### src/rtl/vrl_pkg.sv
package vrl_pkg;

   localparam int COMP_WIDTH_DEF = 32;
   // fraction bits kept in the magnitude root
   localparam int SQRT_FRAC = 16;
   // per-request flags: [0] x negative, [1] y negative, [2] z negative, [3] zero vector
   localparam int FLAG_W = 4;
   localparam int FLAG_ZERO = 3;

endpackage

### src/rtl/vrl_mul_cell.sv
// One shift-and-add step: adds bit STEP of the multiplier into the three
// squares and the three component-by-length products.
module vrl_mul_cell
   import vrl_pkg::*;
#(
   parameter int W    = COMP_WIDTH_DEF,
   parameter int STEP = 0
) (
   input  logic                    clock,
   input  logic                    reset,
   input  logic                    adv,
   input  logic                    valid_i,
   input  logic [3:0][W-1:0]       mag_i,    // x, y, z, length
   input  logic [FLAG_W-1:0]       flag_i,
   input  logic [2:0][2*W-1:0]     sq_i,
   input  logic [2:0][2*W-1:0]     pr_i,
   output logic                    valid_o,
   output logic [3:0][W-1:0]       mag_o,
   output logic [FLAG_W-1:0]       flag_o,
   output logic [2:0][2*W-1:0]     sq_o,
   output logic [2:0][2*W-1:0]     pr_o
);

   logic                valid_ff;
   logic [3:0][W-1:0]   mag_ff;
   logic [FLAG_W-1:0]   flag_ff;
   logic [2:0][2*W-1:0] sq_ff, sq_in;
   logic [2:0][2*W-1:0] pr_ff, pr_in;

   always_comb begin
      for (int c = 0; c < 3; c++) begin
         sq_in[c] = sq_i[c] + (mag_i[c][STEP] ? ({{W{1'b0}}, mag_i[c]} << STEP) : '0);
         pr_in[c] = pr_i[c] + (mag_i[3][STEP] ? ({{W{1'b0}}, mag_i[c]} << STEP) : '0);
      end
   end

   always_ff @(posedge clock) begin
      if (reset) begin
         valid_ff <= 1'b0;
      end else if (adv) begin
         valid_ff <= valid_i;
      end
   end

   always_ff @(posedge clock) begin
      if (adv) begin
         mag_ff  <= mag_i;
         flag_ff <= flag_i;
         sq_ff   <= sq_in;
         pr_ff   <= pr_in;
      end
   end

   assign valid_o = valid_ff;
   assign mag_o   = mag_ff;
   assign flag_o  = flag_ff;
   assign sq_o    = sq_ff;
   assign pr_o    = pr_ff;

endmodule

### config.mk
export PLATFORM = sky130hd
export DESIGN_NAME = vrl_mul_cell
export DESIGN_NICKNAME = d
export VERILOG_FILES = /design/src/rtl/vrl_pkg.sv /design/src/rtl/vrl_mul_cell.sv
export SDC_FILE = /design/constraint.sdc
export NUM_CORES = 1
export LEC_CHECK = 0
export ABC_CLOCK_PERIOD_IN_PS = 3300
export BUFFER_PORTS_ARGS = -buffer_cell sky130_fd_sc_hd__buf_2
export CAP_MARGIN = 20
export CORE_AREA = 10 10 395 397
export DETAILED_ROUTE_END_ITERATION = 10
export DIE_AREA = 0 0 405 407
export GPL_TIMING_DRIVEN = 1
export SLEW_MARGIN = 20
export SYNTH_ARGS = -nofsm -noshare
export SYNTH_HDL_FRONTEND = slang
export SYNTH_SLANG_ARGS = --single-unit
export TNS_END_PERCENT = 10
### constraint.sdc
create_clock -name clock -period 3.3 [get_ports clock]
set_input_delay 0 -clock clock [delete_from_list [all_inputs] [get_ports clock]]
set_output_delay 0 -clock clock [all_outputs]
set_load 0.03 [all_outputs]
**Yosys cells after proc, flatten, opt, wreduce, memory -nomap -nowiden**

Index checks and enable logic that the tools add are counted.

- Register bits after elaboration: 517
- Bits in latches: 0
- Bits in writable memories: 0
- ROM bits: 0
- Word-level logic and storage cells: 24
- Memories kept: 0

- Add/subtract/negate cells: 6
- Multipliers: 0
- Div/mod/pow operators: 0
- $lt $le $gt $ge: 0
- Equality and inequality tests: 0
- Shifts and indexed selects: 0
- Mux-type cells: 6
- Bitwise logic cells: 0
- Reduce and logical (&&, ||, !) cells: 0

Operators with widths:

| operator | count |
|---|---|
| 64-bit by 32-bit adder with 64-bit output | 6 |
| 32-bit two-way mux | 6 |

**Logic depth before layout (Yosys ltp)**

- Depth after elaboration: 2
- Mapped depth: 15
- Mapped depth without buffers: 13

**Least setup slack after synthesis**

OpenSTA, ideal clock, no wires.

- Path type: input to register
- Start: input port mag_i[96] (netlist name)
- End: register pr_ff (netlist bit pr_o[172]) (data pin)
- Library setup time: 0.260 ns
- Arrival time: 2.690 ns
- Required time: 3.040 ns
- Path slack: 0.349 ns
- Stages on the path: 15
- Buffers on the path: 2
- Cells stage by stage: buf_1 -> and2_1 -> ha_1 -> inv_1 -> fa_1 -> nor2b_1 -> o2111ai_1 -> a211oi_2 -> nor2_1 -> o21a_1 -> o31ai_2 -> a31oi_2 -> buf_4 -> nor2_1 -> xor2_1

RTL lines:

| element | line | text |
|---|---|---|
| start, declared | vrl_mul_cell.sv:13 | `input logic [3:0][W-1:0] mag_i,` |
| end signal, assigned | vrl_mul_cell.sv:50 | `pr_ff <= pr_in;` |
| end, declared | vrl_mul_cell.sv:28 | `logic [2:0][2*W-1:0] pr_ff, pr_in;` |

==> out/metrics.cfg <==
[route]
drt_iter0_drc = 2093
vias = 30400
viasPerCell = 4.53
dr.pass1.iters = 8
drc = 0
drtAntennaViolNets = 0
wire_per_inst_um = 22.6
totalWireLength_mm = 152

[worst_setup_path]
cp_data_required_time_ns = 3.70
critPathCaptureType = flip-flop
path_buf_inv = 7
cp.arrival_ns = 3.68
slowest_delay_ns = 0.56
slowest_stage = dlygate4sd3_1
worstSetupPathType = in2reg
crit_top_cell = buf_4
crit_chain = buf_2 > dlygate4sd3_1 > ha_1 > buf_4 > o21ai_0 > buf_4 > o211ai_1 > buf_4 > nand3b_1 > a41oi_2 > a311oi_2 > buf_4 > o21a_1 > or3_4 > nor3_4 > xnor2_1 > dlygate4sd3_1
crit_path_start_kind = primary input
critPathMaxFanout = 4
path_delay_family = buffers and inverters

[timing]
tns_ns = 0
clock_skew_ns = 0
rsz0062_at_grt = yes
setup_violations = 0
fmax_mhz = 304
post-route-min-period_ns = 3.29
post-route-period-util_pct = 99.7
final_hold_viol_count = 0
tightest_slew_ns = 0.911
slew_headroom_pct = 39.3
slew_viol_final = 0

[floorplanning]
die_area_um2 = 165000
rows = 141
die_w_um = 405
core_um2 = 147000
ios = 1037
die_h_um = 407
start_util_pct = 20.8

[clocking]
cts_buffers = 66
cts_num_sinks = 517
cts.clk_slew.worst_paths_ns = 0.06
clockRootBuffer = clkbuf_16
cts_tree = built
clk_latency_ns = 0.64
clockBufferDepth = 3
cts_htree_levels = 3

[layout]
multiInputGateArea_um2 = 14800
final_cell_area_um2 = 49300
drive_gt1_share_pct = 32.4
layout.cells.non_filler = 6721
finalNetCount = 5431
layout_commonest_cell = buf_2
fillers = 14800
seq_area_um2 = 15500
syn_to_final_growth_pct = 60.3
final_cell_mix = buf_2 (1034), dlygate4sd3_1 (604), edfxtp_1 (516), buf_4 (318), xnor2_1 (238)

[synthesis]
postSynthAreaPerCell_um2 = 11.2
ys_seq_elements = 517
syn_area_um2 = 30700
synth_area_leaders = edfxtp_1 (50%), ha_1 (7.8%), xnor2_1 (6.8%), and2_1 (4.3%), xor2_1 (3.7%)
synth_nets = 3473
synthArstFlopShare_pct = 0
yosysSeqAreaShare_pct = 50.5
synth_top_area_share_pct = 50.4
yosysTopAreaCell = edfxtp_1
synth_flop_cell = edfxtp_1
synth-edff-count = 516
ys.warnings.count = 0
synth.distinct_cells = 84
synthCells = 2755

[status]
status = finished, final reports clean

[run]
drv_cap = 0

[worst_hold_path]
hp-class = in2reg

[grt]
overflow = 0
antenna_found_initial = 47
grt_pass1_vias = 31300
grt_max_degree = 82
grtUsageTotal_pct = 17.4
grt_pass1_wl_mm = 213

[placed_design]
dp_cells = 5965
dp_hpwl_mm = 122
port_buffers = 1036
dpl-instance-area_um2 = 40700
gp_congestion = 0.947

[power_and_ir_drop]
p_per_area_nw_per_um2 = 465
ir_drop_mv = 0.351
power_w = 0.0229
leakagePower_nw = 21.3

## Yosys cell counts (4+ instances only)
cell       number
and2_1        209
clkbuf_1       67
o21bai_1       24
nor4_2          6
o31ai_1        12
and4_1         14
o21ai_0       104
o21ai_1        12
a21o_1        107
a31oi_1        26
fa_1            6
or2_2           5
nor4_1          5
nand3_1       128
ha_1          192
a221o_1         6
a221oi_1        7
nand2_1       176
buf_2          10
a21oi_1       185
nand4_1        87
nor2b_1        16
o211ai_1       13
o2111ai_1       4
nor2_1        146
o21a_1         22
and3_1         59
xor2_1        129
xnor2_1       238
or3_1           6
inv_1          54
o22ai_1         6
a211oi_1       15
nor3_1         51
edfxtp_1      516
a211o_1         4
nand2b_1       13
## state kept, by name (all words and copies together) (netlist names)
name and flops:
pr_o 192, sq_o 192, mag_o 128, flag_o 4, valid_o 1
## power breakdown
part           internal [W]  leakage (nW)  total [W]  switching [W]
combinational       0.00257          15.1    0.00667        0.00410
clock               0.00466          1.11    0.00782        0.00316
sequential          0.00811          5.06    0.00839       0.000281
## what timing repair did
item                                   CTS  global route
setup endpoints to repair                0            65
gates resized for setup                  0            35
hold buffers                           604             0
endpoints found under the hold margin  562             0
buffers inserted                         0             6
## final cells by class
| cell class | count | share of cell area (%) |
|---|---|---|
| flip-flops and latches | 517 | 31.5 |
| multi-input cells | 2100 | 30.1 |
| repair buffers | 1974 | 28.3 |
| well taps | 1930 | 4.90 |
| clock buffers | 76 | 3.51 |
| clock inverters | 44 | 1.13 |
| inverters | 54 | 0.411 |
| diodes | 26 | 0.132 |
## layer usage
metal	GRT usage, %	vias to the layer above	wire length [um]	part of all wire [%]
li1	-	14200	-	-
met1	19.9	14600	57900	38
met2	30.7	1305	75100	49
met3	5.38	283	13400	8.8
met4	6.11	36	5200	3.4
met5	0	-	236	0.16
## kinds of logic after synthesis
| kind of cell | after synthesis | synth area share, % |
|---|---|---|
| simple gates | 933 | 16.0 |
| compound gates | 601 | 13.1 |
| flops | 517 | 50.5 |
| xor+xnor | 367 | 10.5 |
| fa+ha+maj | 198 | 8.21 |
| buf+inv | 138 | 1.79 |
| mux | 1 | 0.0326 |
## worst register-to-register path, stage by stage, from the launching register on
cell	delay [ns]
dfxtp_1	0.31
mux2i_1	0.13
nor2_1	0.06
dlygate4sd3_1	0.56
## metrics by stage
stage | setup WS, ns | hold slack [ns] | util (%)
floorplan | 0.349 | 0.0724 | -
global placement | -0.381 | 0.159 | 27.6
detailed placement | -0.372 | 0.169 | 27.6
CTS | 0.0181 | 0.00118 | 33.2
global route | -0.104 | 0.0315 | 33.4
finish | 0.0113 | 0.0822 | 33.4
## final timing paths
check / start / endpoint / slack [ns] / depth (start not counted)
setup / recovery: sq_i[2] / sq_o[61]$_DFFE_PP_ / 0.01 / 17
hold / removal: mag_i[127] / mag_o[127]$_DFFE_PP_ / 0.08 / 2
setup reg to reg: valid_o$_SDFFE_PP0P_ / valid_o$_SDFFE_PP0P_ / 2.13 / 3
hold reg to reg: valid_o$_SDFFE_PP0P_ / valid_o$_SDFFE_PP0P_ / 1.10 / 3
Power figures use the tool's default switching activity.
