**src/rtl/vrl_pkg.sv**
```systemverilog
package vrl_pkg;

   localparam int COMP_WIDTH_DEF = 32;
   // fraction bits kept in the magnitude root
   localparam int SQRT_FRAC = 16;
   // per-request flags: [0] x negative, [1] y negative, [2] z negative, [3] zero vector
   localparam int FLAG_W = 4;
   localparam int FLAG_ZERO = 3;

endpackage

```
**src/rtl/vrl_sqrt_cell.sv**
```systemverilog
// One digit of the integer square root: takes two radicand bits,
// yields one root bit.
module vrl_sqrt_cell
   import vrl_pkg::*;
#(
   parameter int RW     = COMP_WIDTH_DEF + SQRT_FRAC,
   parameter int SIDE_W = 6 * COMP_WIDTH_DEF + FLAG_W
) (
   input  logic              clock,
   input  logic              reset,
   input  logic              adv,
   input  logic              valid_i,
   input  logic [2*RW-1:0]   rad_i,
   input  logic [RW+1:0]     rem_i,
   input  logic [RW-1:0]     root_i,
   input  logic [SIDE_W-1:0] side_i,
   output logic              valid_o,
   output logic [2*RW-1:0]   rad_o,
   output logic [RW+1:0]     rem_o,
   output logic [RW-1:0]     root_o,
   output logic [SIDE_W-1:0] side_o
);

   logic              valid_ff;
   logic [2*RW-1:0]   rad_ff;
   logic [RW+1:0]     rem_ff, rem_in;
   logic [RW-1:0]     root_ff, root_in;
   logic [SIDE_W-1:0] side_ff;
   logic [RW+3:0]     rem_x, trial, diff;
   logic              ge;

   always_comb begin
      rem_x   = {rem_i, rad_i[2*RW-1 -: 2]};
      trial   = {2'b00, root_i, 2'b01};
      ge      = (rem_x >= trial);
      diff    = rem_x - trial;
      rem_in  = ge ? diff[RW+1:0] : rem_x[RW+1:0];
      root_in = {root_i[RW-2:0], ge};
   end

   always_ff @(posedge clock) begin
      if (reset) begin
         valid_ff <= 1'b0;
      end else if (adv) begin
         valid_ff <= valid_i;
      end
   end

   always_ff @(posedge clock) begin
      if (adv) begin
         rad_ff  <= {rad_i[2*RW-3:0], 2'b00};
         rem_ff  <= rem_in;
         root_ff <= root_in;
         side_ff <= side_i;
      end
   end

   assign valid_o = valid_ff;
   assign rad_o   = rad_ff;
   assign rem_o   = rem_ff;
   assign root_o  = root_ff;
   assign side_o  = side_ff;

endmodule

```
**config.mk**
```make
export PLATFORM = sky130hd
export DESIGN_NAME = vrl_sqrt_cell
export DESIGN_NICKNAME = d
export VERILOG_FILES = /design/src/rtl/vrl_pkg.sv /design/src/rtl/vrl_sqrt_cell.sv
export SDC_FILE = /design/constraint.sdc
export NUM_CORES = 1
export LEC_CHECK = 0
export BUFFER_PORTS_ARGS = -buffer_cell sky130_fd_sc_hd__buf_2
export CAP_MARGIN = 25
export CORE_AREA = 2 2 308 310
export CTS_CLUSTER_SIZE = 24
export DETAILED_ROUTE_END_ITERATION = 10
export DIE_AREA = 0 0 310 312
export GPL_ROUTABILITY_DRIVEN = 1
export SLEW_MARGIN = 20
export SYNTH_ARGS = -nofsm -noshare
export SYNTH_HDL_FRONTEND = slang
export SYNTH_SLANG_ARGS = --single-unit
```
**constraint.sdc**
```tcl
create_clock -name clock -period 7.6 [get_ports clock]
set_clock_uncertainty 0.15 [all_clocks]
set_input_delay 0.38 -clock clock [delete_from_list [all_inputs] [get_ports clock]]
set_output_delay 0.38 -clock clock [all_outputs]
set_load 0.03 [all_outputs]
```
# Word-level counts from Yosys, hierarchy flattened
# Cells that the tools add are included.
[word_totals] register_bits=389 inputBits=394 out_inout_bits=391 word_cells=8
[classes] n_addsub=1 magnitude_cmp=1 muxes=1
[ops] operator="52-bit by 50-bit greater-or-equal comparator with 1-bit output" count=1
[ops] operator="50-bit two-way mux" count=1
[ops] operator="50-bit subtractor" count=1

# Depth between registers and ports, before layout
# Gate-level depths: netlist of run 1.
[depth] ltp_word=2 ltp_mapped=14 depth_no_buf=11

# Least setup slack after synthesis of run 1
# No wires, ideal clock.
[synth_path] path_kind="input -> register" from="input port root_i[17]" to="register rem_ff[38], in the netlist rem_o[38] (data pin)" setup_ps=275 arrival_ps=2560 required_time_ps=7175 setup_slack_ps=4616 path_stages=14 path_buffers=3 path_cell_list="inv_1 > ha_1 > clkbuf_1 > nand4_1 > a2111oi_0 > a21oi_1 > o211ai_2 > o211ai_1 > a21oi_1 > o22ai_2 > buf_4 > buf_6 > a211oi_1 > a311oi_2"
[synth_via] elab_chain_len=2 word_cells_on_any_way=3 classes_between="1 x add/sub; 1 x order compare; 1 x mux"
[synth_lines] element="start: declaration" line="vrl_sqrt_cell.sv:15" source="input logic [RW-1:0] root_i,"
[synth_lines] element="50-bit subtractor / 52-bit by 50-bit greater-or-equal comparator with 1-bit output (equally long branches)" line="vrl_sqrt_cell.sv:36, vrl_sqrt_cell.sv:35"
[synth_lines] element="50-bit two-way mux *" line="vrl_sqrt_cell.sv:37" source="rem_in = ge ? diff[RW+1:0] : rem_x[RW+1:0];"
[synth_lines] element="via rem_in[38]" line="vrl_sqrt_cell.sv:26" source="logic [RW+1:0] rem_ff, rem_in;"
[synth_lines] element="end signal: assignment" line="vrl_sqrt_cell.sv:52" source="rem_ff <= rem_in;"
[synth_lines] element="end: declaration" line="vrl_sqrt_cell.sv:26"
# Mark *: on every way through the listed nets, which the timed path passes. The rest lies on a longest branch.
# A chain may end at the register's enable or synchronous reset.

# Worst setup path after layout of run 1
[layout_path] from="input port root_i[13]" to="register rem_ff[38], in the netlist rem_o[38] (data pin)"
# Same word-level chain as after synthesis.

==> flow_metrics.tcl, run 1 <==
set metrics [dict create \
    ios 785 \
    seq_area_frac_synth_pct 76.5 \
    drive_above_1_share_pct 39.2 \
    max-slew-margin-rel_pct 33.0 \
    drtAntennaViolNets 0 \
    crit_path_end "rem_o[38]$_DFFE_PP_" \
    fin_crit_ns 4.53 \
    critPathArrivalTime_ns 4.81 \
    cts_buffers 47 \
    max_clock_freq_mhz 221 \
    synth-edff-count 388 \
    worst_ir_drop_vdd_mv 0.251 \
    powerDensity_nw_per_um2 246 \
    io_buffer_count 782 \
    place_hpwl_um 59900 \
    track_usage_pct 15.0 \
    maxCapViolCount 0 \
    synth.area.mux_share_pct 0.0656 \
    required_ns 7.88 \
    firstDrtPassIters 5 \
    cts_tree "built" \
    period_share_pct 59.6 \
    clk_pin_slew_ns 0.06 \
    synth_compound_area_share_pct 8.49 \
    wl_per_cell_um 21.8 \
    synth.area.top_cells "edfxtp_1 76%, ha_1 4.1%, o21ai_0 2.6%, nand2_1 2.3%, a21oi_1 2.0%" \
    finalWeightedCongestion 0.845 \
    area_growth_pct 72.2 \
    cp_max_fo 90 \
    clock-sinks 389 \
    overflow 0 \
    finalInstanceArea_um2 26300 \
    netlist_instances 991 \
    busiest_layer "met2" \
    grt_pass1_vias 13800 \
    antenna_found_initial 36 \
    drc_errors 0 \
    grt_max_degree 158 \
    power_leakage_uw 0.0110 \
    syn_area_um2 15300 \
    critical_path.startpoint "root_i[13]" \
    r2r-start "valid_o$_SDFFE_PP0P_" \
    n_fill_cell 9574 \
    viasPerCell 3.82 \
    dieArea_um2 96700 \
    ys_ff_latch 389 \
    globalRouteMet3Util_pct 5.89 \
    reg2reg_depth 3 \
    avgSynthCellArea_um2 15.4 \
    grt_pass1_wl_um 102000 \
    cts.path.max_buffers 3 \
    path_class "input port to flop" \
    setup_tns_ns 0 \
    clk_latency_ns 0.61 \
    synth_top_area_cell "edfxtp_1" \
    cts.htree.levels 2 \
    crit_path_end_kind "flop" \
    hold_path_class "input port to flop" \
    yosys_warnings 0 \
    placed_area_um2 20700 \
    core_um2 93000 \
    ff_latch_area_um2 11700 \
    r2r_setup_slack_ns 6.30 \
    rsz0062_at_grt "no" \
    outcome "finished clean" \
    root_buffer "clkbuf_16" \
    num_vias 13300 \
    start_util_pct 16.4 \
    die_x_um 310 \
    synth_fa_ha_area_share_pct 4.10 \
    wl_um 76300 \
    rows 112 \
    grt_util_met1_pct 16.0 \
    async_flop_share_pct 0 \
    synthDominantCellAreaShare_pct 76.4 \
    slew_viol_final 0 \
    synthSimpleGateAreaFrac_pct 5.64 \
    tightest_slew_ns 1.00 \
    ys.flop_type "edfxtp_1" \
    r2r-end "valid_o$_SDFFE_PP0P_" \
    setup_violations 0 \
    hold_viol_final 0 \
    die_y_um 312 \
    cp-start-kind "input port" \
    drt_iter0_markers 860 \
    synth_cell_type_count 52 \
    multiInputGateArea_um2 3180 \
    synth-xor-area-share_pct 2.41 \
    gr-usage-met2_pct 26.2 \
    synth_top_family_by_area "compound AO/OA/AOI/OAI gates" \
    final_nets 2634 \
]
where the power goes:
group / switching [uW] / total, uW / leakage, uW / internal [uW]
combinational: 894 / 1340 / 0.00637 / 450
clock: 991 / 2470 / 0.000808 / 1470
sequential: 52.9 / 2650 / 0.00380 / 2590
total: 1940 / 6460 / 0.0110 / 4520
Yosys cell counts (all sizes together) (9+ instances only):
cell and count:
a21o 11, a21oi 66, buf 17, clkbuf 11, edfxtp 388, ha 50
inv 74, nand2 94, nand3 11, nand4 13, nor2 31, o211ai 9
o21ai 83, o21bai 10, xnor2 22, xor2 20
critical path, cell delays in order:
cell and delay (ns):
dlygate4sd3_1 0.55, buf_2 0.13, inv_1 0.05, ha_1 0.41, a21oi_1 0.27, o211ai_1 0.14
a21oi_1 0.27, o211ai_2 0.18, o211ai_1 0.57, a21oi_1 0.25, o22ai_4 0.35, buf_4 0.78
nor2_1 0.11, a311oi_2 0.32
flip-flops by register name, summed over array words and instances (netlist names):
signal and cells:
valid_o 1, root_o 48, rem_o 50, side_o 196, rad_o 94
per-stage QoR:
step	instances	util, %	hold slack (ns)	setup slack [ns]	power [uW]
finish	3492	28.2	0.0916	3.07	6460
global placement	3007	22.2	0.322	2.84	3860
detailed placement	3007	22.2	0.360	2.77	3870
global route	3490	28.2	0.0800	2.56	6710
CTS	3483	28.2	0.0356	2.86	6560
floorplan	992	-	0.302	4.62	3340
cell usage in the layout, fill, tap and decap left out, types with 6 or more instances in the layout:
master	count
a21o_1	11
a21oi_1	62
buf_2	781
buf_4	6
bufinv_16	9
clkbuf_1	10
clkbuf_16	47
clkinv_2	6
diode_2	9
dlygate4sd3_1	388
edfxtp_1	388
ha_1	50
inv_1	74
nand2_1	94
nand3_1	11
nand4_1	13
nor2_1	31
nor2b_1	8
nor3_1	7
o211ai_1	8
o21ai_0	80
o21bai_1	10
or3_1	6
xnor2_1	22
xor2_1	20
repair_timing:
| item | in CTS | in global routing |
|---|---|---|
| setup endpoints to repair | 0 | 0 |
| hold endpoints to repair | 387 | 0 |
| setup buffers | 0 | 0 |
| gates resized for setup | 0 | 0 |
| hold buffers | 388 | 0 |
routing by layer:
| layer | vias to the layer above | share of wire, % |
|---|---|---|
| met4 | 18 | 4.1 |
| met5 | - | 0.14 |
| met3 | 146 | 9.7 |
| met1 | 6375 | 37 |
| li1 | 6134 | - |
| met2 | 653 | 49 |
final cells by class:
class                   instances  area share [%]
well taps                    1254            5.97
diodes                          9          0.0857
flip-flops and latches        389            44.4
multi-input cells             501            12.1
repair buffers               1177            30.0
clock buffers                  58            4.67
inverters                      74            1.06
clock inverters                30            1.71
cell families (layout without fill, tap and decap cells):
group	after synthesis	in the layout
adders and majority gates	50	50
AOI/OAI and AO/OA	216	216
and+or+nand+nor	190	190
muxes	1	1
buffers and inverters	102	1339
other	1	11
xor gates and xnor gates	42	42
DFF	389	389
worst min path at each step:
stage,startpoint,to,slack (ns),cells after the start
2_1_floorplan,reset,valid_o$_SDFFE_PP0P_,0.30,1
3_3_place_gp,valid_o$_SDFFE_PP0P_,valid_o$_SDFFE_PP0P_,0.32,2
3_5_place_dp,valid_o$_SDFFE_PP0P_,valid_o$_SDFFE_PP0P_,0.36,2
4_1_cts,adv,rad_o[42]$_DFFE_PP_,0.04,1
5_1_grt,adv,rad_o[53]$_DFFE_PP_,0.08,1
6_report,adv,rad_o[51]$_DFFE_PP_,0.09,1
Power figures use the tool's default switching activity.
==> run 2: changes to the inputs <==
- clock period: 7.6 -> 4.53 ns (I/O delays scaled with it)
==> run 2 against run 1 <==
  * Core utilization is 0.065 points higher
  * Sequential cell count stayed put
  * Sequential power is 68% higher
  * Register-to-register slack worse by 3.1 ns
  * Critical endpoint is now rem_o[1]$_DFFE_PP_
==> flow_metrics.tcl, run 2 (synthesis gave the netlist of run 1 again) <==
set metrics [dict create \
    slew_viol_final 0 \
    multiInputGateArea_um2 3170 \
    hold_viol_final 0 \
    root_buffer "clkbuf_16" \
    cts.htree.levels 2 \
    n_fill_cell 9628 \
    ff_latch_area_um2 11700 \
    area_growth_pct 72.6 \
    final_common_cell "buf_2" \
    gr-usage-met2_pct 26.0 \
    io_buffer_count 782 \
    worst_ir_drop_vdd_mv 0.297 \
    cts_setup_buffers 0 \
    cts.path.max_buffers 3 \
    required_ns 4.74 \
    stdcell_count 3509 \
    setup_violations 0 \
    drtAntennaViolNets 0 \
    track_usage_pct 15.1 \
    clock-sinks 389 \
    max-slew-margin-rel_pct 46.8 \
    whs_ns 0.0854 \
    critPathArrivalTime_ns 4.44 \
    rsz0062_at_grt "no" \
    finalWeightedCongestion 0.837 \
    antenna_found_initial 38 \
    die_x_um 310 \
    final_cell_mix "781 x buf_2, 391 x dlygate4sd3_1, 388 x edfxtp_1" \
    post-place-ws_ns 0.578 \
    placed_area_um2 20800 \
    rows 112 \
    powerDensity_nw_per_um2 406 \
    cts_resized 0 \
    wl_per_cell_um 21.8 \
    fin_crit_ns 4.22 \
    grt_pass1_vias 13700 \
    drt_iter0_markers 947 \
    clk_pin_slew_ns 0.05 \
    start_util_pct 16.4 \
    hold_path_class "input port to flop" \
    drc_errors 0 \
    firstDrtPassIters 5 \
    layout_setup_ws_ns 0.307 \
    power_leakage_uw 0.0110 \
    period_share_pct 93.2 \
    dp.cells 3017 \
    cts_tree "built" \
    grt_util_met1_pct 15.8 \
    largest_reg_flops 196 \
    outcome "finished clean" \
    max_clock_freq_mhz 237 \
    place_hpwl_um 59600 \
    setup_tns_ns 0 \
    crit_path_end_kind "flop" \
    busiest_layer "met2" \
    dieArea_um2 96700 \
    tightest_slew_ns 0.798 \
    finalInstanceArea_um2 26300 \
    r2r_setup_slack_ns 3.25 \
    maxCapViolCount 0 \
    grt_pass1_wl_um 102000 \
    die_y_um 312 \
    globalRouteMet3Util_pct 6.70 \
    grt_max_degree 126 \
    ios 785 \
    overflow 0 \
    cp_max_fo 77 \
    clk_latency_ns 0.62 \
    viasPerCell 3.81 \
    path_class "input port to flop" \
    core_um2 93000 \
    final_nets 2648 \
    cts_buffers 48 \
    num_vias 13400 \
    wl_um 76600 \
    drive_above_1_share_pct 39.3 \
    cp-start-kind "input port" \
]
run 2: cell types whose count changed in the layout (fill, tap and decap cells not counted), moves of 3 or more:
cell,change
buf_12,+3
buf_4,+7
bufinv_16,-4
clkbuf_1,-3
clkinv_1,+6
diode_2,+4
dlygate4sd3_1,+3
run 2: per-stage QoR:
step | util [%] | power, uW
global placement | 22.3 | 6480
detailed placement | 22.3 | 6500
CTS | 28.3 | 10900
finish | 28.3 | 10700
global route | 28.3 | 11100
floorplan | - | 5600
run 2: layout make-up:
| cell class | instances | area share, % |
|---|---|---|
| antenna | 13 | 0.124 |
| clock buffer | 56 | 4.76 |
| tap | 1254 | 5.96 |
| inverter | 74 | 1.05 |
| clock inverter | 32 | 1.28 |
| multi-input combinational | 501 | 12.1 |
| timing repair buffer | 1190 | 30.4 |
| sequential | 389 | 44.3 |
run 2: routing by layer:
layer | wire, um | vias to the layer above
li1 | - | 6170
met1 | 27200 | 6358
met2 | 37200 | 645
met3 | 8430 | 170
met4 | 3540 | 24
met5 | 161 | -
run 2: path summary, 6_finish.rpt:
| kind | start | to | depth (start not counted) |
|---|---|---|---|
| max reg2reg | valid_o$_SDFFE_PP0P_ | valid_o$_SDFFE_PP0P_ | 3 |
| min reg2reg | valid_o$_SDFFE_PP0P_ | valid_o$_SDFFE_PP0P_ | 3 |
| min | root_i[47] | rem_o[49]$_DFFE_PP_ | 5 |
| max | root_i[12] | rem_o[1]$_DFFE_PP_ | 15 |
run 2: critical path: stages:
cell	delay, ns
dlygate4sd3_1	0.54
buf_2	0.19
inv_1	0.07
ha_1	0.42
nand4_1	0.29
nor2_1	0.24
nand4_1	0.28
o211ai_2	0.33
o211ai_1	0.32
a21oi_1	0.37
o22ai_4	0.13
buf_12	0.22
nand2_1	0.10
o21ai_0	0.09
dlygate4sd3_1	0.58
run 2: report_power, final:
group          switching [uW]  total [uW]  internal [uW]
sequential               90.1        4440           4350
combinational            1500        2270            772
clock                    1690        3980           2290
total                    3280       10700           7410
run 2: what timing repair did:
action                     in CTS  in global routing
hold endpoints to repair      467                  0
hold buffers                  391                  0
setup endpoints to repair       0                  0
