**src/rtl/vrl_pkg.sv**
```systemverilog
package vrl_pkg;

   localparam int COMP_WIDTH_DEF = 32;
   // fraction bits kept in the magnitude root
   localparam int SQRT_FRAC = 16;
   // per-request flags: [0] x negative, [1] y negative, [2] z negative, [3] zero vector
   localparam int FLAG_W = 4;
   localparam int FLAG_ZERO = 3;

endpackage

```
**src/rtl/vrl_div_cell.sv**
```systemverilog
// One restoring division step for all three components; quotient bits
// shift in at the bottom of the dividend word as its bits are used up.
module vrl_div_cell
   import vrl_pkg::*;
#(
   parameter int RW     = COMP_WIDTH_DEF + SQRT_FRAC,
   parameter int QW     = COMP_WIDTH_DEF + 1,
   parameter int SIDE_W = FLAG_W + 3
) (
   input  logic                clock,
   input  logic                reset,
   input  logic                adv,
   input  logic                valid_i,
   input  logic [2:0][RW-1:0]  rem_i,
   input  logic [2:0][QW-1:0]  low_i,
   input  logic [RW-1:0]       root_i,
   input  logic [SIDE_W-1:0]   side_i,
   output logic                valid_o,
   output logic [2:0][RW-1:0]  rem_o,
   output logic [2:0][QW-1:0]  low_o,
   output logic [RW-1:0]       root_o,
   output logic [SIDE_W-1:0]   side_o
);

   logic               valid_ff;
   logic [2:0][RW-1:0] rem_ff, rem_in;
   logic [2:0][QW-1:0] low_ff, low_in;
   logic [RW-1:0]      root_ff;
   logic [SIDE_W-1:0]  side_ff;
   logic [RW:0]        t, d;
   logic               ge;

   always_comb begin
      t  = '0;
      d  = '0;
      ge = 1'b0;
      for (int c = 0; c < 3; c++) begin
         t         = {rem_i[c], low_i[c][QW-1]};
         ge        = (t >= {1'b0, root_i});
         d         = t - {1'b0, root_i};
         rem_in[c] = ge ? d[RW-1:0] : t[RW-1:0];
         low_in[c] = {low_i[c][QW-2:0], ge};
      end
   end

   always_ff @(posedge clock) begin
      if (reset) begin
         valid_ff <= 1'b0;
      end else if (adv) begin
         valid_ff <= valid_i;
      end
   end

   always_ff @(posedge clock) begin
      if (adv) begin
         rem_ff  <= rem_in;
         low_ff  <= low_in;
         root_ff <= root_i;
         side_ff <= side_i;
      end
   end

   assign valid_o = valid_ff;
   assign rem_o   = rem_ff;
   assign low_o   = low_ff;
   assign root_o  = root_ff;
   assign side_o  = side_ff;

endmodule
```
**config.mk**
```make
export PLATFORM = sky130hd
export DESIGN_NAME = vrl_div_cell
export DESIGN_NICKNAME = d
export VERILOG_FILES = /design/src/rtl/vrl_pkg.sv /design/src/rtl/vrl_div_cell.sv
export SDC_FILE = /design/constraint.sdc
export NUM_CORES = 1
export LEC_CHECK = 0
export BUFFER_PORTS_ARGS = -buffer_cell sky130_fd_sc_hd__buf_4
export CORE_MARGIN = 2
export CORE_UTILIZATION = 25
export DETAILED_ROUTE_END_ITERATION = 12
export PLACE_DENSITY_LB_ADDON = 0.25
export SKIP_CTS_REPAIR_TIMING = 1
export SYNTH_ARGS = -nofsm -noshare
export SYNTH_HDL_FRONTEND = slang
export SYNTH_SLANG_ARGS = --single-unit
```
**constraint.sdc**
```tcl
create_clock -name clock -period 3 [get_ports clock]
set_input_delay 0.3 -clock clock [delete_from_list [all_inputs] [get_ports clock]]
set_output_delay 0.3 -clock clock [all_outputs]
set_load 0.01 [all_outputs]
```
[Yosys cells after proc, flatten, opt, wreduce, memory -nomap -nowiden]
Index checks and enable logic that the tools add are counted.
W data, S select, Z words.
Storage, ports and cells
  flip-flop bits (word level): 299
  latch bits: 0
  RAM bits: 0
  ROM bits: 0
  input port bits: 302
  output and inout bits: 299
  logic and storage cells: 18
  memories kept: 0
Operators by class
  $add $sub $neg: 3
  multipliers: 0
  divide/modulo/power cells: 0
  magnitude comparators: 3
  equal/unequal tests: 0
  shift operators: 0
  multiplexer cells: 3
  bitwise gates (word level): 0
  reductions and logical operators: 0
Operator list (number)
  $ge A49 B48 Y1: 3
  $mux W48: 3
  $sub A48 B48 Y48: 3

[Logic depth before layout (Yosys ltp)]
Gate-level depths: netlist of run 1.
  word-level depth: 2
  depth in mapped cells: 16
  gate-level depth less buffers: 12

[Least setup slack after synthesis of run 1]
Ideal clock, no wire load.
  path kind: input to register
  from: input port root_i[6]
  to: register rem_ff, in the netlist rem_o[82], data pin
  library setup time: 0.260 ns
  arrival: 2.700 ns
  required time: 2.740 ns
  setup slack: 0.040 ns
  cell stages on the path: 13
  buffers on the path: 2
  path through: inv_1 > ha_1 > a21oi_1 > nand2_1 > o21ai_1 > o211a_1 > o211ai_2 > and3_4 > o311a_4 > nor2_4 > buf_6 > buf_8 > mux2_4
RTL lines
  from (decl): line vrl_div_cell.sv:16  | input logic [RW-1:0] root_i,
  to (signal assigned): line vrl_div_cell.sv:56  | rem_ff <= rem_in;
  to (decl): line vrl_div_cell.sv:26  | logic [2:0][RW-1:0] rem_ff, rem_in;

==> results of run 1 <==
## final cells by class
class | instances | area share
Multi-Input combinational cell | 1426 | 0.320
Antenna cell | 3 | 0.000227
Timing Repair Buffer | 1321 | 0.317
Clock inverter | 21 | 0.00736
Timing Repair inverter | 2 | 0.000831
Inverter | 89 | 0.0115
Clock buffer | 52 | 0.0322
Sequential cell | 299 | 0.271
Tap cell | 1060 | 0.0400
## Yosys cell counts, types with 6 or more instances
master / number / share of area
a211oi_1: 15 / 0.0056
and3_1: 27 / 0.0084
buf_2: 25 / 0.0062
mux2i_1: 8 / 0.0040
nand4_1: 40 / 0.012
ha_1: 144 / 0.089
a211o_1: 6 / 0.0026
edfxtp_1: 298 / 0.44
nor2_1: 92 / 0.017
o21a_1: 8 / 0.0030
clkbuf_1: 41 / 0.0076
a21o_1: 92 / 0.034
o21ai_0: 125 / 0.031
xnor2_1: 67 / 0.029
nor2b_1: 21 / 0.0065
mux2_2: 37 / 0.021
mux2_4: 36 / 0.027
nand3_1: 45 / 0.011
o211ai_1: 11 / 0.0041
a31oi_1: 26 / 0.0081
or3_1: 6 / 0.0019
nand2b_1: 27 / 0.0084
o21bai_1: 27 / 0.010
o31ai_1: 15 / 0.0056
xor2_1: 46 / 0.020
and2_1: 15 / 0.0047
a21oi_1: 142 / 0.035
nand3b_1: 8 / 0.0030
a21boi_0: 7 / 0.0026
a21oi_2: 13 / 0.0057
nor3_1: 32 / 0.0080
inv_1: 87 / 0.016
o21ai_1: 8 / 0.0020
nand2_1: 157 / 0.029
## flip-flops by register name, summed over array words and instances, names as in the netlist
name	cells
side_o	7
root_o	48
rem_o	144
valid_o	1
low_o	99
## power breakdown
group	total, mW	internal, mW	switching (mW)
sequential	5.43	5.24	0.193
combinational	5.61	2.89	2.72
clock	4.90	2.95	1.96
## per-stage QoR
step | instance area, µm² | total power [mW] | worst slack [ns]
after global placement | 29800 | 10.8 | -0.595
after detailed placement | 29800 | 10.8 | -0.618
after CTS | 31100 | 15.9 | -0.0164
after global routing | 33100 | 16.7 | -0.0481
after floorplan | 20100 | 7.89 | 0.0398
final | 33100 | 15.9 | 0.00516
## worst min path at each step
stage,depth (start not counted),slack (ns),from,endpoint
2_1_floorplan,1,0.37,reset,valid_o
3_3_place_gp,2,0.46,reset,valid_o
3_5_place_dp,2,0.46,reset,valid_o
4_1_cts,2,-0.15,reset,valid_o
5_1_grt,3,0.01,rem_i[10],rem_o[11]
6_report,3,0.02,rem_i[11],rem_o[12]
## per-layer routing
layer,wire length [µm],vias to the layer above,track usage
met2,47300,589,0.380
li1,-,9756,-
met1,36200,9822,0.235
met3,5630,118,0.0434
met5,80,-,0
met4,2670,14,0.0579
## kinds of logic (layout without fill, tap and decap cells)
| group | count (synthesis) | count (layout) |
|---|---|---|
| AOI/OAI and AO/OA | 574 | 574 |
| xor gates and xnor gates | 113 | 113 |
| adders and majority gates | 147 | 147 |
| buffers and inverters | 173 | 1485 |
| DFF | 299 | 299 |
| muxes | 81 | 81 |
| other | 0 | 3 |
| and+or+nand+nor | 511 | 511 |
## critical path: stages
cell	delay (ns)
buf_4	0.11
clkinvlp_4	0.20
buf_6	0.19
ha_4	0.15
a21o_1	0.19
a21o_1	0.21
a221oi_4	0.36
o211ai_2	0.15
and3_4	0.19
o311a_4	0.37
nor2_4	0.27
buf_12	0.21
mux2_2	0.36
==> results.cfg, run 1 <==
[worst_setup_path]
timing.rr.start = valid_o
r2r_slack_ns = 1.82
cp-endpoint = rem_o[55]
worstPathMaxFanout = 17
crit_type = primary input to flip-flop
required_ns = 3.30
critPathArrivalTime_ns = 3.30
cp-end-kind = flip-flop
setup.worst_path.start = root_i[21]
r2r-end = valid_o
cp-start-kind = primary input
r2r_cells = 3

[sta]
skew_ns = 0
fin_crit_ns = 2.99
fmaxAchievable_mhz = 334
setup-violations-final = 0
finalHoldViolCount = 0
fin_crit_sh = 0.998
tightest_slew_ns = 0.650
fin_worst_hold_slack_ns = 0.0248
setup_tns_ns = 0
slew_violations = 0
relSlewSlack = 0.567
rsz0062_at_grt = yes

[clock_network]
root_buffer = clkbuf_16
clock-sinks = 299
clk_pin_slew_ns = 0.06
clkLatencyLatePin_ns = 0.55
htree_levels = 2
cts_tree = yes
numCtsBuffers = 40
cts_buffer_depth = 3

[die]
die_w_um = 288
die_y_um = 288
row_count = 104
start_util = 0.251
io_pins = 601
dieArea_um2 = 82900
core-area_um2 = 80200

[power]
powerDensity_nw_per_um2 = 481
ir_drop_mv = 0.363
leakagePower_nw = 15.0

[run_status]
status = completed

[finish]
drive_above_1_share = 0.439
area_growth_pct = 64.5
seqCellArea_um2 = 8970
fillers = 7756
layoutNonFillerInstCount = 4273
multi_input_area_um2 = 10600
nNetsFinal = 3628
post-route-util = 0.413
final_cell_mix = buf_4, edfxtp_1, nand2_1
final_common_cell = buf_4

[synth]
avgSynthCellArea_um2 = 10.6
syn-num-nets = 2347
synth_top_family_by_area = compound AO/OA/AOI/OAI gates
netlist_area_um2 = 20100
synth-compound-area-share = 0.193
ys.flop_type = edfxtp_1
synthMuxAreaShare = 0.0515
synth_simple_gate_area_share = 0.128
synth-seq-cells = 299
synthXorXnorAreaFrac = 0.0491
yosysSeqAreaShare = 0.445
synth_edf_count = 298
yosys_warnings = 0
async_flop_share = 0
synth.distinct_cells = 108
syn_inst = 1898
synth_fa_ha_area_frac = 0.0924

[grt]
grt_pass1_wl_um = 126000
antenna_found_initial = 11
grt_max_degree = 68
grt-ovfl-total = 0
grt_util_all_layers = 0.205
grt_pass1_vias = 20500

[routing]
dr.first_iter.drc_count = 876
ant_nets = 0
wl_per_cell_um = 21.5
drcViolationCount = 0
dr.pass1.iters = 5
vias = 20300
via_per_inst = 4.75
wirelength_um = 91900

[placed_design]
placed_cells = 4029
hpwl_um = 74800
port_buffers = 600
finalWeightedCongestion = 0.911

[worst_hold_path]
min_path_type = primary input to flip-flop

[flow_run]
cap_violations = 0
Note: power is estimated with default switching activity, not from simulation.
==> inputs of run 2 (changes only) <==
--- a/config.mk
+++ b/config.mk
@@ -5,6 +5,7 @@
 export SDC_FILE = /design/constraint.sdc
 export NUM_CORES = 1
 export LEC_CHECK = 0
+export ABC_AREA = 1
 export BUFFER_PORTS_ARGS = -buffer_cell sky130_fd_sc_hd__buf_4
 export CORE_MARGIN = 2
 export CORE_UTILIZATION = 25
==> run 2 against run 1 <==
Compared with the run above: power fell by 2.2%; area after synthesis is 20% higher; core utilization down 5.7 points; worst hold slack worse by 0.013 ns.
==> results.cfg, run 2 <==
[run_status]
status = completed

[power]
p_sw_mw = 5.46
seqPwrFrac = 0.350
finalPower_mw = 15.6
p_comb_frac = 0.333
ir_drop_mv = 0.351
swShare = 0.350
powerDensity_nw_per_um2 = 454
p_clk_frac = 0.317
leakagePower_nw = 18.3
p_int_mw = 10.1

[placed_design]
place_area_um2 = 31500
port_buffers = 600
placed_cells = 5576
finalWeightedCongestion = 0.948
hpwl_um = 99400
post-place-ws_ns = 0.0953

[worst_setup_path]
r2r_cells = 3
cp-end-kind = flip-flop
crit_type = primary input to flip-flop
worstPathMaxFanout = 27
required_ns = 3.35
cp-start-kind = primary input
critPathArrivalTime_ns = 3.15

[routing]
drcViolationCount = 0
dr.pass1.iters = 6
ant_nets = 0
wirelength_um = 119000
vias = 26000
dr.first_iter.drc_count = 1895
via_per_inst = 4.49
wl_per_cell_um = 20.6

[clock_network]
clk_pin_slew_ns = 0.06
root_buffer = clkbuf_16
numCtsBuffers = 42
clock-sinks = 299
cts_tree = yes
htree_levels = 2
cts_buffer_depth = 3
clkLatencyLatePin_ns = 0.61

[synth]
yosysMostFrequentCell = nand2_1
syn-num-nets = 4073
yosysTopAreaCellShare = 0.369
netlist_area_um2 = 24300
ys.flop_type = edfxtp_1
synth.distinct_cells = 36
yosys-top-cells-area = edfxtp_1, nand2_1, inv_1, ha_1, nand4_1
synth-seq-cells = 299
synth_commonest_cells = nand2_1, inv_1, edfxtp_1, nor2_1, nand4_1
yosys.area.top_type = edfxtp_1
synth_edf_count = 298
async_flop_share = 0
avgSynthCellArea_um2 = 6.69
yosysSeqAreaShare = 0.370
yosys_warnings = 0
syn_inst = 3624

[sta]
skew_ns = 0
fmaxAchievable_mhz = 357
worst_slack_ns = 0.197
relSlewSlack = 0.658
slew_violations = 0
fin_crit_ns = 2.80
rsz0062_at_grt = no
tightest_slew_ns = 0.513
fin_crit_sh = 0.934
finalHoldViolCount = 0
setup-violations-final = 0
setup_tns_ns = 0

[grt]
antenna_found_initial = 8
grt_pass1_wl_um = 164000
grt-ovfl-total = 0
grt_pass1_vias = 24100
grt_util_all_layers = 0.230
grt_max_degree = 61

[finish]
fillers = 10500
layoutNonFillerInstCount = 5804
seqCellArea_um2 = 8970
multi_input_area_um2 = 12200
final_cell_mix = nand2_1, inv_1, buf_4
stdcell_area_um2 = 34400
final_common_cell = nand2_1
nNetsFinal = 4945
largest_reg_flops = 144
area_growth_pct = 41.6
drive_above_1_share = 0.186

[die]
die_y_um = 316
start_util = 0.252
dieArea_um2 = 99500
io_pins = 601
row_count = 114
core-area_um2 = 96400
die_w_um = 316

[worst_hold_path]
min_path_type = primary input to flip-flop
min_path_cells = 3

[flow_run]
cap_violations = 0
-- run 2: cell count changes in the layout (fill, tap and decap cells not counted), moves of 36 or more --
cell,previous run,this run
a21o_1,92,0
a21oi_1,133,81
buf_4,1148,702
inv_1,78,742
mux2_2,37,0
mux2_4,36,0
nand2_1,156,1548
nand3_1,44,132
nand4_1,40,178
nor2_1,92,278
o21ai_0,120,1
xnor2_1,67,5
-- run 2: logic make-up after synthesis --
group	count (synthesis)	synth area share
flip-flops	299	0.370
adder cells (fa/ha/maj)	147	0.0767
XOR/XNOR	75	0.0271
buffers and inverters	806	0.129
AND/OR/NAND/NOR	2194	0.373
AO/OA/AOI/OAI	102	0.0232
multiplexers	1	0.000413
-- run 2: worst paths after layout --
check / slack [ns] / start / end
hold reg to reg: 1.05 / valid_o / valid_o
hold / removal: 0.01 / rem_i[123] / rem_o[124]
setup reg to reg: 1.87 / valid_o / valid_o
setup / recovery: 0.20 / root_i[33] / rem_o[1]
-- run 2: stage by stage --
stage               hold slack [ns]  utilization
floorplan                     0.372            -
global placement              0.459        0.327
detailed placement            0.459        0.327
CTS                          -0.217        0.341
global route                0.00676        0.356
finish                       0.0122        0.356
-- run 2: area by class of cell --
type                       instances  area share
antenna                            2    0.000146
clock buffer                      52      0.0317
clock inverter                    22     0.00688
inverter                         745      0.0814
multi-input combinational       2519       0.355
sequential                       299       0.261
tap                             1276      0.0465
timing repair buffer             889       0.218
-- run 2: worst max-delay path, stage by stage --
cell           delay (ns)
dlygate4sd3_1        0.54
buf_4                0.14
inv_1                0.35
ha_1                 0.29
nand2_1              0.10
nor2_1               0.29
nand2_1              0.17
nor3_1               0.20
buf_4                0.15
nand3_2              0.12
buf_4                0.28
nand4_1              0.12
nand2_1              0.07
-- run 2: power groups by stage --
stage / Combinational [mW] / Clock, mW / Sequential, mW
2_1_floorplan: 2.27 / 0 / 5.68
3_3_place_gp: 5.02 / 0 / 5.55
3_5_place_dp: 5.03 / 0 / 5.54
4_1_cts: 5.04 / 5.12 / 5.47
5_1_grt: 5.71 / 5.27 / 5.50
6_report: 5.19 / 4.94 / 5.46
-- run 2: per-layer routing --
layer  GRT usage  wire length, µm  vias up
li1            -                -    13000
met1       0.303            52400    12000
met2       0.387            55500      909
met3      0.0387             8020      124
met4      0.0655             3400       12
met5           0               87        -
==> inputs of run 3 (changes only) <==
--- a/config.mk
+++ b/config.mk
@@ -7,9 +7,9 @@
 export LEC_CHECK = 0
 export ABC_AREA = 1
 export BUFFER_PORTS_ARGS = -buffer_cell sky130_fd_sc_hd__buf_4
-export CORE_MARGIN = 2
-export CORE_UTILIZATION = 25
+export CORE_AREA = 2 2 230 232
 export DETAILED_ROUTE_END_ITERATION = 12
+export DIE_AREA = 0 0 232 234
 export PLACE_DENSITY_LB_ADDON = 0.25
 export SKIP_CTS_REPAIR_TIMING = 1
 export SYNTH_ARGS = -nofsm -noshare
==> run 3 against run 2 <==
Compared with the run above: sequential power decreased by 0.7%; sequential cell count stayed put; cell area is 4.7% lower; critical endpoint is now rem_o[140]; worst hold slack improved by 0.013 ns; core utilization grew 27 points; sequential share of layout area rose by 1.3 points; non-clock buffer count shrank 80.
==> results.cfg, run 3 (synthesis results as in run 2) <==
[sta]
finalHoldViolCount = 0
worst_slack_ns = 0.140
rsz0062_at_grt = no
fin_crit_sh = 0.953
setup-violations-final = 0
skew_ns = 0
slew_violations = 0
fmaxAchievable_mhz = 350
fin_crit_ns = 2.86
setup_tns_ns = 0
tightest_slew_ns = 0.801
relSlewSlack = 0.466

[placed_design]
post-place-ws_ns = 0.204
hpwl_um = 85200
placed_cells = 4910
port_buffers = 600
finalWeightedCongestion = 1.03

[routing]
wl_met2_um = 49600
via_per_inst = 5.12
wirelength_um = 107000
met3_length_um = 9200
wl_per_cell_um = 20.8
dr.first_iter.drc_count = 2369
ant_nets = 0
highest_layer = met5
vias = 26300
drcViolationCount = 0
dr.pass1.iters = 7
wirelength_met1_um = 41800

[worst_setup_path]
cp_top_family = buffers and inverters
path_common_cell = nand2_1
crit_path_max_incr_delay_ns = 0.55
cp-start-kind = primary input
worstPathMaxFanout = 11
critPathBufInv = 6
cp.depth = 17
cp-end-kind = flip-flop
cp_slowest_cell = dlygate4sd3_1
critPathArrivalTime_ns = 3.19
crit_type = primary input to flip-flop
r2r_cells = 2
r2r_slack_ns = 2.38
required_ns = 3.33
critical_path.cell_chain = dlygate4sd3_1 -> buf_4 -> inv_1 -> ha_1 -> nand2_1 -> inv_1 -> nand2_1 -> nand2_1 -> inv_1 -> nand3_2 -> nand2_1 -> nand2_1 -> nand3_2 -> nand3_2 -> buf_4 -> nand2_1 -> nand2_1
timing.rr.start = valid_o
setup.worst_path.start = root_i[7]

[finish]
nNetsFinal = 4859
final_cell_mix = nand2_1, inv_1, buf_4
largest_reg_flops = 144
layoutNonFillerInstCount = 5130
drive_above_1_share = 0.172
final_common_cell = nand2_1
area_growth_pct = 34.9

[grt]
antenna_found_initial = 6
grt_pass1_vias = 23500
grt-ovfl-total = 0
grt_util_all_layers = 0.367
grt_max_degree = 81
grt_pass1_wl_um = 146000

[die]
die_w_um = 232
row_count = 84
dieArea_um2 = 54300
die_y_um = 234
start_util = 0.466
core-area_um2 = 52000
io_pins = 601

[clock_network]
cts_tree = yes
clock-sinks = 299
numCtsBuffers = 36
clkLatencyLatePin_ns = 0.57
clk_pin_slew_ns = 0.06
htree_levels = 2
root_buffer = clkbuf_16
cts_buffer_depth = 3

[power]
powerDensity_nw_per_um2 = 466
leakagePower_nw = 17.8
ir_drop_mv = 0.413

[flow_run]
cap_violations = 0

[worst_hold_path]
holdCritStartpoint = valid_i
min_path_cells = 3
min_path_type = primary input to flip-flop

[run_status]
status = completed
## run 3: cell type report
| cell class | count | area (µm²) |
|---|---|---|
| Clock buffer | 45 | 975 |
| Sequential cell | 299 | 8970 |
| Inverter | 745 | 2800 |
| Multi-Input combinational cell | 2519 | 12200 |
| Tap cell | 688 | 861 |
| Clock inverter | 18 | 313 |
| Timing Repair Buffer | 809 | 6620 |
| Antenna cell | 7 | 17.5 |
| Fill cell | 4687 | 19300 |
## run 3: worst paths after layout
path | end
min reg2reg | valid_o
max | rem_o[140]
max reg2reg | valid_o
min | valid_o
## run 3: power by group
part,leakage (nW),switching (mW),internal [mW]
combinational,14.3,3.03,1.96
clock,0.625,1.98,2.86
sequential,2.92,0.208,5.21
total,17.8,5.22,10.0
## run 3: worst register-to-register path, stage by stage (launching register included)
cell,delay [ns]
dfxtp_1,0.32
mux2i_1,0.13
nor2_1,0.07
## run 3: routing by layer
| metal | vias up | global-route usage |
|---|---|---|
| li1 | 12900 | - |
| met1 | 12000 | 0.468 |
| met2 | 1214 | 0.606 |
| met3 | 227 | 0.0620 |
| met4 | 2 | 0.179 |
| met5 | - | 0 |
## run 3: per-stage QoR
stage	utilization	total power, mW	hold slack, ns	instance area [µm²]
after detailed placement	0.575	10.2	0.476	29900
after global placement	0.575	10.2	0.456	29900
after global routing	0.629	15.9	0.0248	32700
after CTS	0.600	15.0	-0.135	31200
final	0.629	15.2	0.0254	32700
after floorplan	-	7.95	0.372	24300
